**config.mk**
```make
export PLATFORM = sky130hd
export DESIGN_NAME = pd_steering_filtered_derivative_core
export DESIGN_NICKNAME = d
export VERILOG_FILES = /design/src/sv/pdsfd_pkg.sv /design/src/sv/pdsfd_seq.sv /design/src/sv/pdsfd_datapath.sv /design/src/sv/pd_steering_filtered_derivative_core.sv
export VERILOG_INCLUDE_DIRS = /design/src /design/src/sv
export SDC_FILE = /design/constraint.sdc
export NUM_CORES = 2
export LEC_CHECK = 0
export ABC_CLOCK_PERIOD_IN_PS = 11470
export BUFFER_PORTS_ARGS = -buffer_cell sky130_fd_sc_hd__buf_4
export CAP_MARGIN = 20
export CELL_PAD_IN_SITES_DETAIL_PLACEMENT = 1
export CELL_PAD_IN_SITES_GLOBAL_PLACEMENT = 1
export CORE_UTILIZATION = 55
export DETAILED_ROUTE_END_ITERATION = 12
export GPL_ROUTABILITY_DRIVEN = 0
export HOLD_SLACK_MARGIN = 0.12
export PLACE_DENSITY = 0.95
export SYNTH_ARGS = -nofsm -noshare
export SYNTH_HDL_FRONTEND = slang
export SYNTH_SLANG_ARGS = --single-unit
```
**constraint.sdc**
```tcl
create_clock -name clk -period 11.47 [get_ports clk]
set_input_delay 1.7205 -clock clk [delete_from_list [all_inputs] [get_ports clk]]
set_output_delay 1.7205 -clock clk [all_outputs]
set_load 0.005 [all_outputs]
```
**src/sv/pd_steering_filtered_derivative_core_defines.svh**
```systemverilog
// Assertion macros shared by the steering controller modules.
`ifndef PD_STEERING_FILTERED_DERIVATIVE_CORE_DEFINES_SVH
`define PD_STEERING_FILTERED_DERIVATIVE_CORE_DEFINES_SVH

// Same-cycle implication, clocked on clk, off during rst.
`define PDSFD_ASSERT_NOW(label, ante, cons, msg) \
  label: assert property (@(posedge clk) disable iff (rst) (ante) |-> (cons)) \
    else $error(msg);

// Next-cycle implication, clocked on clk, off during rst.
`define PDSFD_ASSERT_NEXT(label, ante, cons, msg) \
  label: assert property (@(posedge clk) disable iff (rst) (ante) |=> (cons)) \
    else $error(msg);

`endif

```
**src/sv/pdsfd_pkg.sv**
```systemverilog
// Shared types, constants and microcode for the PD steering controller.
package pdsfd_pkg;

  localparam int FRAC    = 16;
  localparam int GAIN_W  = 8;
  localparam int POS_W   = 8;
  localparam int WIDE_W  = 16;
  localparam int CMD_W   = 16;
  localparam int ERR_W   = 9;
  localparam int PERR_W  = 10;
  localparam int DER_W   = 11;
  localparam int SM_W    = 26;
  localparam int MA_W    = 26;
  localparam int MB_W    = 17;
  localparam int PROD_W  = MA_W + MB_W;
  localparam int ACC_W   = 44;
  localparam int IDX_W   = 3;

  localparam int COEF_OLD = 62259;  // 0.95 in Q0.16
  localparam int COEF_NEW = 3277;   // 0.05 in Q0.16

  localparam logic [POS_W-1:0]  CAMERA_CENTER_RST = 8'd64;
  localparam logic [GAIN_W-1:0] PROP_GAIN_RST     = 8'd5;
  localparam logic [GAIN_W-1:0] DERIV_GAIN_RST    = 8'd70;
  localparam logic [WIDE_W-1:0] DERIV_LIMIT_RST   = 16'd1300;
  localparam logic [WIDE_W-1:0] SERVO_CENTER_RST  = 16'd32768;
  localparam logic [WIDE_W-1:0] SERVO_MIN_RST     = 16'd0;
  localparam logic [WIDE_W-1:0] SERVO_MAX_RST     = 16'd65535;

  typedef enum logic [IDX_W-1:0] {
    REG_CAMERA_CENTER = 3'd0,
    REG_PROP_GAIN     = 3'd1,
    REG_DERIV_GAIN    = 3'd2,
    REG_DERIV_LIMIT   = 3'd3,
    REG_SERVO_CENTER  = 3'd4,
    REG_SERVO_MIN     = 3'd5,
    REG_SERVO_MAX     = 3'd6
  } reg_idx_t;

  typedef struct packed {
    logic [POS_W-1:0]  camera_center;
    logic [GAIN_W-1:0] prop_gain;
    logic [GAIN_W-1:0] deriv_gain;
    logic [WIDE_W-1:0] deriv_limit;
    logic [WIDE_W-1:0] servo_center;
    logic [WIDE_W-1:0] servo_min;
    logic [WIDE_W-1:0] servo_max;
  } cfg_t;

  // Microprogram
  localparam int NSTEPS = 9;
  localparam int PC_W   = $clog2(NSTEPS);
  localparam logic [PC_W-1:0] PC_LAST = PC_W'(NSTEPS - 1);

  typedef logic [PC_W-1:0] pc_t;

  typedef enum logic [1:0] {
    MUL_OLD,   // smoothed * 0.95
    MUL_NEW,   // derivative * 0.05
    MUL_DG,    // smoothed * deriv_gain
    MUL_PG     // error * prop_gain
  } mul_sel_t;

  typedef enum logic [2:0] {
    ACC_HOLD,
    ACC_ROUND,    // product plus half lsb
    ACC_ADD_SH,   // add product scaled up by Q.16
    ACC_CLAMP,    // clamped derivative term
    ACC_ADD_CMD   // add scaled product and servo centre
  } acc_op_t;

  typedef enum logic [1:0] {
    JC_NONE,
    JC_IN_WAIT,
    JC_OUT_BUSY
  } jcond_t;

  typedef struct packed {
    logic     take_in;
    mul_sel_t mul_sel;
    acc_op_t  acc_op;
    logic     load_sm;
    logic     load_out;
    jcond_t   cond;
    pc_t      target;
  } ctrl_t;

  typedef struct packed {
    logic in_wait;
    logic out_busy;
  } stat_t;

  function automatic ctrl_t ucode(input pc_t pc);
    ctrl_t w;
    w = '{take_in: 1'b0, mul_sel: MUL_OLD, acc_op: ACC_HOLD, load_sm: 1'b0,
          load_out: 1'b0, cond: JC_NONE, target: '0};
    unique case (pc)
      4'd0: begin
        w.take_in = 1'b1;
        w.cond    = JC_IN_WAIT;
        w.target  = 4'd0;
      end
      4'd1: w.mul_sel = MUL_OLD;
      4'd2: begin
        w.acc_op  = ACC_ROUND;
        w.mul_sel = MUL_NEW;
      end
      4'd3: w.acc_op = ACC_ADD_SH;
      4'd4: w.load_sm = 1'b1;
      4'd5: w.mul_sel = MUL_DG;
      4'd6: begin
        w.acc_op  = ACC_CLAMP;
        w.mul_sel = MUL_PG;
      end
      4'd7: w.acc_op = ACC_ADD_CMD;
      4'd8: begin
        w.load_out = 1'b1;
        w.cond     = JC_OUT_BUSY;
        w.target   = 4'd8;
      end
      default: begin
        w.cond   = JC_NONE;
      end
    endcase
    return w;
  endfunction

endpackage

```
**src/sv/pdsfd_seq.sv**
```systemverilog
// Microcode sequencer: step counter, control store lookup and jumps.
`include "pd_steering_filtered_derivative_core_defines.svh"

module pdsfd_seq (
  input  logic              clk,
  input  logic              rst,
  input  pdsfd_pkg::stat_t  stat,
  output pdsfd_pkg::ctrl_t  ctrl
);

  pdsfd_pkg::pc_t   pc;
  pdsfd_pkg::pc_t   pc_next;
  pdsfd_pkg::ctrl_t word;
  logic             jump;

  assign word = pdsfd_pkg::ucode(pc);
  assign ctrl = word;

  always_comb begin
    unique case (word.cond)
      pdsfd_pkg::JC_IN_WAIT:  jump = stat.in_wait;
      pdsfd_pkg::JC_OUT_BUSY: jump = stat.out_busy;
      default:                jump = 1'b0;
    endcase
  end

  always_comb begin
    priority if (jump) begin
      pc_next = word.target;
    end else if (pc == pdsfd_pkg::PC_LAST) begin
      pc_next = '0;
    end else begin
      pc_next = pc + 1'b1;
    end
  end

  always_ff @(posedge clk) begin
    if (rst) begin
      pc <= '0;
    end else begin
      pc <= pc_next;
    end
  end

  `PDSFD_ASSERT_NEXT(a_take_advances, word.take_in && !stat.in_wait, pc == 4'd1, "accepted word did not start the program")
  `PDSFD_ASSERT_NOW(a_pc_range, 1'b1, pc <= pdsfd_pkg::PC_LAST, "step counter out of program")
  `PDSFD_ASSERT_NEXT(a_wrap, pc == pdsfd_pkg::PC_LAST && !stat.out_busy, pc == 4'd0, "program did not return to wait step")

endmodule

```
**src/sv/pdsfd_datapath.sv**
```systemverilog
// Datapath: shared multiplier, accumulator, filter state and output register.
`include "pd_steering_filtered_derivative_core_defines.svh"

module pdsfd_datapath (
  input  logic                            clk,
  input  logic                            rst,
  input  pdsfd_pkg::ctrl_t                ctrl,
  input  pdsfd_pkg::cfg_t                 cfg,
  input  logic                            in_valid,
  input  logic [pdsfd_pkg::POS_W-1:0]     line_center,
  input  logic                            out_stall,
  output logic                            out_valid,
  output logic [pdsfd_pkg::CMD_W-1:0]     servo_command,
  output pdsfd_pkg::stat_t                stat
);

  localparam int FRAC  = pdsfd_pkg::FRAC;
  localparam int ACC_W = pdsfd_pkg::ACC_W;
  localparam int HI_W  = ACC_W - FRAC;
  localparam int SM_W  = pdsfd_pkg::SM_W;

  logic signed [pdsfd_pkg::ERR_W-1:0]  err;
  logic signed [pdsfd_pkg::ERR_W-1:0]  err_new;
  logic signed [pdsfd_pkg::PERR_W-1:0] prev_err;
  logic signed [pdsfd_pkg::DER_W-1:0]  deriv;
  logic signed [SM_W-1:0]              sm;
  logic signed [pdsfd_pkg::MA_W-1:0]   mul_a;
  logic signed [pdsfd_pkg::MB_W-1:0]   mul_b;
  logic signed [pdsfd_pkg::PROD_W-1:0] mul_p;
  logic signed [pdsfd_pkg::PROD_W-1:0] prod;
  logic signed [ACC_W-1:0]             acc;
  logic signed [ACC_W-1:0]             acc_next;
  logic signed [ACC_W-1:0]             prod_x;
  logic signed [ACC_W-1:0]             prod_sh;
  logic signed [ACC_W-1:0]             lim_x;
  logic signed [ACC_W-1:0]             sc_x;
  logic signed [ACC_W-1:0]             lo_x;
  logic signed [ACC_W-1:0]             hi_x;
  logic signed [HI_W-1:0]              acc_hi;
  logic        [HI_W-SM_W:0]           acc_top;
  logic signed [SM_W-1:0]              sm_sat;
  logic        [pdsfd_pkg::CMD_W-1:0]  cmd;
  logic                                take;
  logic                                put;

  assign stat.in_wait  = !in_valid;
  assign stat.out_busy = out_valid && out_stall;

  assign take = ctrl.take_in && in_valid;
  assign put  = ctrl.load_out && !stat.out_busy;

  assign err_new = $signed({1'b0, cfg.camera_center}) - $signed({1'b0, line_center});

  always_ff @(posedge clk) begin
    if (rst) begin
      prev_err <= '0;
      sm       <= '0;
    end else begin
      if (take) begin
        prev_err <= pdsfd_pkg::PERR_W'(err_new);
      end
      if (ctrl.load_sm) begin
        sm <= sm_sat;
      end
    end
  end

  always_ff @(posedge clk) begin
    if (take) begin
      err   <= err_new;
      deriv <= pdsfd_pkg::DER_W'(err_new) - pdsfd_pkg::DER_W'(prev_err);
    end
  end

  // Shared multiplier
  always_comb begin
    unique case (ctrl.mul_sel)
      pdsfd_pkg::MUL_OLD: begin
        mul_a = sm;
        mul_b = $signed(pdsfd_pkg::MB_W'(pdsfd_pkg::COEF_OLD));
      end
      pdsfd_pkg::MUL_NEW: begin
        mul_a = pdsfd_pkg::MA_W'(deriv);
        mul_b = $signed(pdsfd_pkg::MB_W'(pdsfd_pkg::COEF_NEW));
      end
      pdsfd_pkg::MUL_DG: begin
        mul_a = sm;
        mul_b = $signed(pdsfd_pkg::MB_W'({1'b0, cfg.deriv_gain}));
      end
      pdsfd_pkg::MUL_PG: begin
        mul_a = pdsfd_pkg::MA_W'(err);
        mul_b = $signed(pdsfd_pkg::MB_W'({1'b0, cfg.prop_gain}));
      end
      default: begin
        mul_a = sm;
        mul_b = '0;
      end
    endcase
  end

  assign mul_p = mul_a * mul_b;

  always_ff @(posedge clk) begin
    prod <= mul_p;
  end

  assign prod_x  = ACC_W'(prod);
  assign prod_sh = $signed({prod[HI_W-1:0], {FRAC{1'b0}}});
  assign lim_x   = $signed(ACC_W'({cfg.deriv_limit, {FRAC{1'b0}}}));
  assign sc_x    = $signed(ACC_W'({cfg.servo_center, {FRAC{1'b0}}}));
  assign lo_x    = $signed(ACC_W'({cfg.servo_min, {FRAC{1'b0}}}));
  assign hi_x    = $signed(ACC_W'({cfg.servo_max, {FRAC{1'b0}}}));

  always_comb begin
    unique case (ctrl.acc_op)
      pdsfd_pkg::ACC_ROUND:  acc_next = prod_x + $signed(ACC_W'(1 << (FRAC - 1)));
      pdsfd_pkg::ACC_ADD_SH: acc_next = acc + prod_sh;
      pdsfd_pkg::ACC_CLAMP: begin
        priority if (prod_x < -lim_x) begin
          acc_next = -lim_x;
        end else if (prod_x > lim_x) begin
          acc_next = lim_x;
        end else begin
          acc_next = prod_x;
        end
      end
      pdsfd_pkg::ACC_ADD_CMD: acc_next = acc + prod_sh + sc_x;
      default:                acc_next = acc;
    endcase
  end

  always_ff @(posedge clk) begin
    acc <= acc_next;
  end

  // floor(acc / 2^16), saturated to the filter state width
  assign acc_hi  = acc[ACC_W-1:FRAC];
  assign acc_top = acc_hi[HI_W-1:SM_W-1];

  always_comb begin
    priority if (acc_top == '0 || acc_top == '1) begin
      sm_sat = acc_hi[SM_W-1:0];
    end else if (acc_hi[HI_W-1]) begin
      sm_sat = $signed({1'b1, {(SM_W-1){1'b0}}});
    end else begin
      sm_sat = $signed({1'b0, {(SM_W-1){1'b1}}});
    end
  end

  // Minimum test wins over maximum
  always_comb begin
    priority if (acc < lo_x) begin
      cmd = cfg.servo_min;
    end else if (acc > hi_x) begin
      cmd = cfg.servo_max;
    end else begin
      cmd = acc[FRAC+pdsfd_pkg::CMD_W-1:FRAC];
    end
  end

  always_ff @(posedge clk) begin
    if (rst) begin
      out_valid <= 1'b0;
    end else if (put) begin
      out_valid <= 1'b1;
    end else if (!out_stall) begin
      out_valid <= 1'b0;
    end
  end

  always_ff @(posedge clk) begin
    if (put) begin
      servo_command <= cmd;
    end
  end

  `PDSFD_ASSERT_NOW(a_dterm_bound, $past(ctrl.acc_op == pdsfd_pkg::ACC_CLAMP), acc <= $past(lim_x) && acc >= -$past(lim_x), "derivative term escaped its limit")
  `PDSFD_ASSERT_NOW(a_out_from_load, $rose(out_valid), $past(ctrl.load_out), "result word appeared outside the load step")
  `PDSFD_ASSERT_NEXT(a_held_word, ctrl.load_out && out_valid && out_stall, $stable(servo_command), "waiting result word overwritten")

endmodule

```
**src/sv/pd_steering_filtered_derivative_core.sv**
```systemverilog
// Top level: configuration registers, sequencer and datapath of the PD steering controller.
// Flow: an accepted line_center word runs the 9-step microprogram on the shared multiplier;
//   out_valid rises after the load step. A new word is taken only at the wait step, and
//   the last step waits while a previous result word is still stalled.
// Reset (rst, synchronous): step counter to the wait step, filter state and previous error
//   to zero, configuration registers to their defaults, out_valid low.
module pd_steering_filtered_derivative_core (
  input  logic                            clk,
  input  logic                            rst,
  input  logic                            in_valid,
  output logic                            in_stall,
  input  logic [pdsfd_pkg::POS_W-1:0]     line_center,
  output logic                            out_valid,
  input  logic                            out_stall,
  output logic [pdsfd_pkg::CMD_W-1:0]     servo_command,
  input  logic                            cfg_valid,
  output logic                            cfg_ready,
  input  logic [pdsfd_pkg::IDX_W-1:0]     cfg_index,
  input  logic [pdsfd_pkg::WIDE_W-1:0]    cfg_data
);

  pdsfd_pkg::cfg_t  cfg;
  pdsfd_pkg::ctrl_t ctrl;
  pdsfd_pkg::stat_t stat;

  assign cfg_ready = 1'b1;
  assign in_stall  = !ctrl.take_in;

  always_ff @(posedge clk) begin
    if (rst) begin
      cfg.camera_center <= pdsfd_pkg::CAMERA_CENTER_RST;
      cfg.prop_gain     <= pdsfd_pkg::PROP_GAIN_RST;
      cfg.deriv_gain    <= pdsfd_pkg::DERIV_GAIN_RST;
      cfg.deriv_limit   <= pdsfd_pkg::DERIV_LIMIT_RST;
      cfg.servo_center  <= pdsfd_pkg::SERVO_CENTER_RST;
      cfg.servo_min     <= pdsfd_pkg::SERVO_MIN_RST;
      cfg.servo_max     <= pdsfd_pkg::SERVO_MAX_RST;
    end else if (cfg_valid && cfg_ready) begin
      unique case (pdsfd_pkg::reg_idx_t'(cfg_index))
        pdsfd_pkg::REG_CAMERA_CENTER: cfg.camera_center <= cfg_data[pdsfd_pkg::POS_W-1:0];
        pdsfd_pkg::REG_PROP_GAIN:     cfg.prop_gain     <= cfg_data[pdsfd_pkg::GAIN_W-1:0];
        pdsfd_pkg::REG_DERIV_GAIN:    cfg.deriv_gain    <= cfg_data[pdsfd_pkg::GAIN_W-1:0];
        pdsfd_pkg::REG_DERIV_LIMIT:   cfg.deriv_limit   <= cfg_data;
        pdsfd_pkg::REG_SERVO_CENTER:  cfg.servo_center  <= cfg_data;
        pdsfd_pkg::REG_SERVO_MIN:     cfg.servo_min     <= cfg_data;
        pdsfd_pkg::REG_SERVO_MAX:     cfg.servo_max     <= cfg_data;
        default: ;  // unused index, write dropped
      endcase
    end
  end

  pdsfd_seq u_seq (
    .clk  (clk),
    .rst  (rst),
    .stat (stat),
    .ctrl (ctrl)
  );

  pdsfd_datapath u_datapath (
    .clk           (clk),
    .rst           (rst),
    .ctrl          (ctrl),
    .cfg           (cfg),
    .in_valid      (in_valid),
    .line_center   (line_center),
    .out_stall     (out_stall),
    .out_valid     (out_valid),
    .servo_command (servo_command),
    .stat          (stat)
  );

endmodule
```
==> key figures <==
Run status
  • Status: complete, no violations

Clock tree
  • Setup repair bufs after CTS: 0
  • Worst-Skew Late Latency: 0.60 ns
  • Clock Sink Count: between 200 and 300
  • Clock tree from TritonCTS: yes
  • Gates resized, CTS repair: 0
  • Deepest level of the CTS H-tree: 1
  • CTS clk-pin slew, worst paths: ~0.070 ns
  • Buffer depth of the longest clock path: 3
  • Clock root cell: clkbuf_16
  • Total of hold buffers inserted after clock tree synthesis: 0
  • Cts bufs inserted: 26

Worst setup path
  • Highest-delay cell along the critical path: xor2_1
  • Setup Crit Path Kind: reg -> reg
  • Required time of the critical path: roughly 12 ns
  • Flop-to-flop setup slack: 1.47 ns
  • Cell occurring most often along the worst timing path: fa_1
  • Crit start category: flip-flop
  • Slowest Stage Delay on Critical Path: about 0.75 ns
  • Arrival time of data at the critical path endpoint: 10.39 ns
  • Crit path capture type: flip-flop
  • Maximum fanout along the worst path: 22

Floorplanning
  • Die area: 55100 um2
  • Core box area: 53000 um2
  • Width of the chip: between 200 and 250 um
  • Initial cell density of the core: 56.2%
  • Overall die height: 235 um
  • Number of I/O pins: 51
  • Floorplan row count: 84

Yosys
  • Number of enable flip-flop cells after synthesis: 79
  • Net count after synthesis: 4073
  • Synthesis warning total: 0
  • Number of register bits inferred by synthesis: 250
  • Post-Synthesis Mean Instance Area: ~9 um2
  • Register area share after synthesis: 19.5%
  • Cell variety after synth: 85
  • Post-synth ARST share: 0%
  • Synth Instances: 3392
  • Syn Std Cell Area: 29800 um2
  • Top FF cell, synth: dfxtp_1

Cells and area
  • Final std cells w/o fill: about 4.1k
  • Layout overhead on the synthesized area: 6.77%
  • Total area of sequential cells: 5800 um2
  • Multi-input gate area in the final layout: approximately 21000 um2
  • Number of nets at the end of the flow: 4077
  • Count of filler cells inserted in the layout: around 6.2k
  • Fraction of final layout cells with drive strength greater than 1: 5.27%
  • Final core utilization: 60.0%

STA
  • Maximum clock frequency: ~100 MHz
  • Transition at the pin with the smallest max-transition slack: around 1.3 ns
  • Worst Skew: 0.0205 ns
  • Final Cycle Share: 87.1%
  • RSZ-0062 raised after global routing: no
  • Count of endpoints failing hold in the final timing report: 0
  • Remaining max-slew budget at the tightest pin: 12.4%
  • Final period demand of the worst path: approximately 10 ns
  • Setup violation total in the final timing report: 0
  • Post-route setup TNS: 0 ns
  • Max-slew violations: 0

Placement
  • Placed instance count: 4051
  • Dpl hpwl: 90500 um
  • Count of input and output buffers: a little under 50

Route
  • Antenna violation net count after detailed routing: 0
  • Number of DRC violations after detailed-routing iteration 0: 4294
  • Average wire per cell in the routed design: 32.2 um
  • Count of vias placed by the detailed router: about 29k
  • Via count normalized by instance count: ~7
  • Total iterations of the first detailed-routing run: 10
  • DRC violation count after routing: 0
  • Wire length after detailed routing: 133000 um

Hold path
  • Worst hold-check path type: reg -> reg

GRT
  • Number of global-route vias before repair: 32.3k
  • Remaining global-route overflow: 0
  • Number of antenna violations at the first check in global routing: 19
  • Combined global-route utilization of all metal layers: 48.8%
  • First-pass GRT wire length: 200000 um
  • Largest net degree at the start of global routing: just over 70

Run
  • Maximum capacitance violations: 0
logic make-up (layout without fill, tap and decap cells):
family                   Yosys count  after routing  share of synthesized area [%]
flip-flops                       250            250                           19.5
multiplexers                      50             50                           1.71
AND/OR/NAND/NOR                  937            937                           14.6
buffers and inverters            765            788                           9.69
XOR/XNOR                         133            133                           3.91
other                              1             14                         0.0126
AO/OA/AOI/OAI                    607            607                           13.2
adder cells (fa/ha/maj)          649            649                           37.4
registers in the layout (all words and copies together), names as in the netlist:
signal                    count
u_datapath.servo_command     16
u_datapath.prod              43
u_seq.pc                      4
u_datapath.prev_err           9
u_datapath.out_valid          1
u_datapath.err                9
cfg                          88
u_datapath.sm                26
u_datapath.deriv             10
u_datapath.acc               44
layer usage:
metal / vias up / part of all wire [%] / GRT usage [%]
met5: - / 0.19 / 2.42
met4: 14 / 11 / 40.4
met3: 1216 / 14 / 22.5
met2: 2691 / 43 / 73.3
met1: 14000 / 32 / 52.3
li1: 11000 / - / -
cell usage after synthesis (all sizes together) (6+ instances only):
| master | count | area, um2 |
|---|---|---|
| o21a | 30 | 225 |
| a311oi | 27 | 243 |
| nor4 | 16 | 113 |
| or2 | 13 | 81.3 |
| mux2 | 6 | 67.6 |
| and2 | 13 | 81.3 |
| nand3 | 40 | 205 |
| a211oi | 20 | 150 |
| clkbuf | 109 | 409 |
| buf | 9 | 46.3 |
| o211ai | 12 | 90.1 |
| fa | 403 | 8070 |
| a21oi | 193 | 970 |
| and3 | 27 | 169 |
| a2111oi | 7 | 62.6 |
| dfxtp | 171 | 3420 |
| o221ai | 7 | 61.3 |
| nand4 | 16 | 100 |
| a21o | 64 | 480 |
| nand2 | 354 | 1330 |
| o22ai | 10 | 68.8 |
| nand2b | 48 | 300 |
| xor2 | 34 | 298 |
| nand3b | 31 | 233 |
| inv | 646 | 2420 |
| xnor2 | 99 | 867 |
| o21ai | 133 | 666 |
| a221oi | 17 | 155 |
| mux2i | 44 | 440 |
| ha | 246 | 3080 |
| nor2b | 41 | 257 |
| or3 | 10 | 62.6 |
| a31oi | 11 | 83.8 |
| edfxtp | 79 | 2370 |
| o21bai | 23 | 173 |
| nor2 | 265 | 997 |
| nor3 | 45 | 235 |
placed cells by master, fill, tap and decap left out, types with 7 or more instances in the layout:
cell	count
nor4_1	14
o22ai_1	9
a21oi_1	191
o21ai_1	20
nor2b_1	40
o21a_1	30
nand3b_1	31
nor2_1	262
nand2_1	354
or3_1	10
o221ai_1	7
inv_1	646
or2_2	13
ha_1	246
a21o_1	64
a31oi_1	10
and2_1	13
nand2b_1	48
xor2_1	34
and3_1	27
clkbuf_16	27
a221oi_1	16
nand3_1	39
o211ai_1	12
edfxtp_1	79
a211oi_1	20
mux2i_1	44
a311oi_1	26
buf_4	89
xnor2_1	99
o21ai_0	112
dfxtp_1	171
o21bai_1	23
fa_1	403
nand4_1	16
nor3_1	42
diode_2	13
worst paths after layout:
| kind | startpoint | endpoint | cells past startpoint |
|---|---|---|---|
| hold / removal | cfg[80]$_SDFFE_PP0P_ | cfg[80]$_SDFFE_PP0P_ | 2 |
| setup / recovery | u_seq.pc[0]$_SDFF_PP0_ | u_datapath.prod[29]$_DFF_P_ | 29 |
| hold reg to reg | cfg[80]$_SDFFE_PP0P_ | cfg[80]$_SDFFE_PP0P_ | 2 |
| setup reg to reg | u_seq.pc[0]$_SDFF_PP0_ | u_datapath.prod[29]$_DFF_P_ | 29 |
critical path, delay by kind of cell, from the launching register on:
family,cells,cell delay [ns]
fa+ha+maj,8,4.11
compound gates,10,2.78
simple gates,4,1.13
xor+xnor,1,0.75
buf+inv,6,0.60
flops,1,0.38
cell type report:
class | instances | share of cell area (%)
Timing Repair Buffer | 94 | 2.26
Clock buffer | 39 | 2.46
Inverter | 647 | 7.64
Tap cell | 688 | 2.71
Sequential cell | 250 | 18.2
Clock inverter | 8 | 0.157
Multi-Input combinational cell | 2377 | 66.4
Antenna cell | 13 | 0.102
stage by stage:
stage | worst slack, ns | instance area (um2) | hold WS [ns]
2_1_floorplan | 3.94 | 29800 | 0.433
3_3_place_gp | 2.81 | 30900 | 0.443
3_5_place_dp | 2.11 | 30900 | 0.451
4_1_cts | 1.97 | 31700 | 0.463
5_1_grt | 1.37 | 31800 | 0.489
6_report | 1.47 | 31800 | 0.458
Power is left out: the tool's default activity adds up to more than one toggle a clock period on the data nets, which glitch-free logic cannot reach.
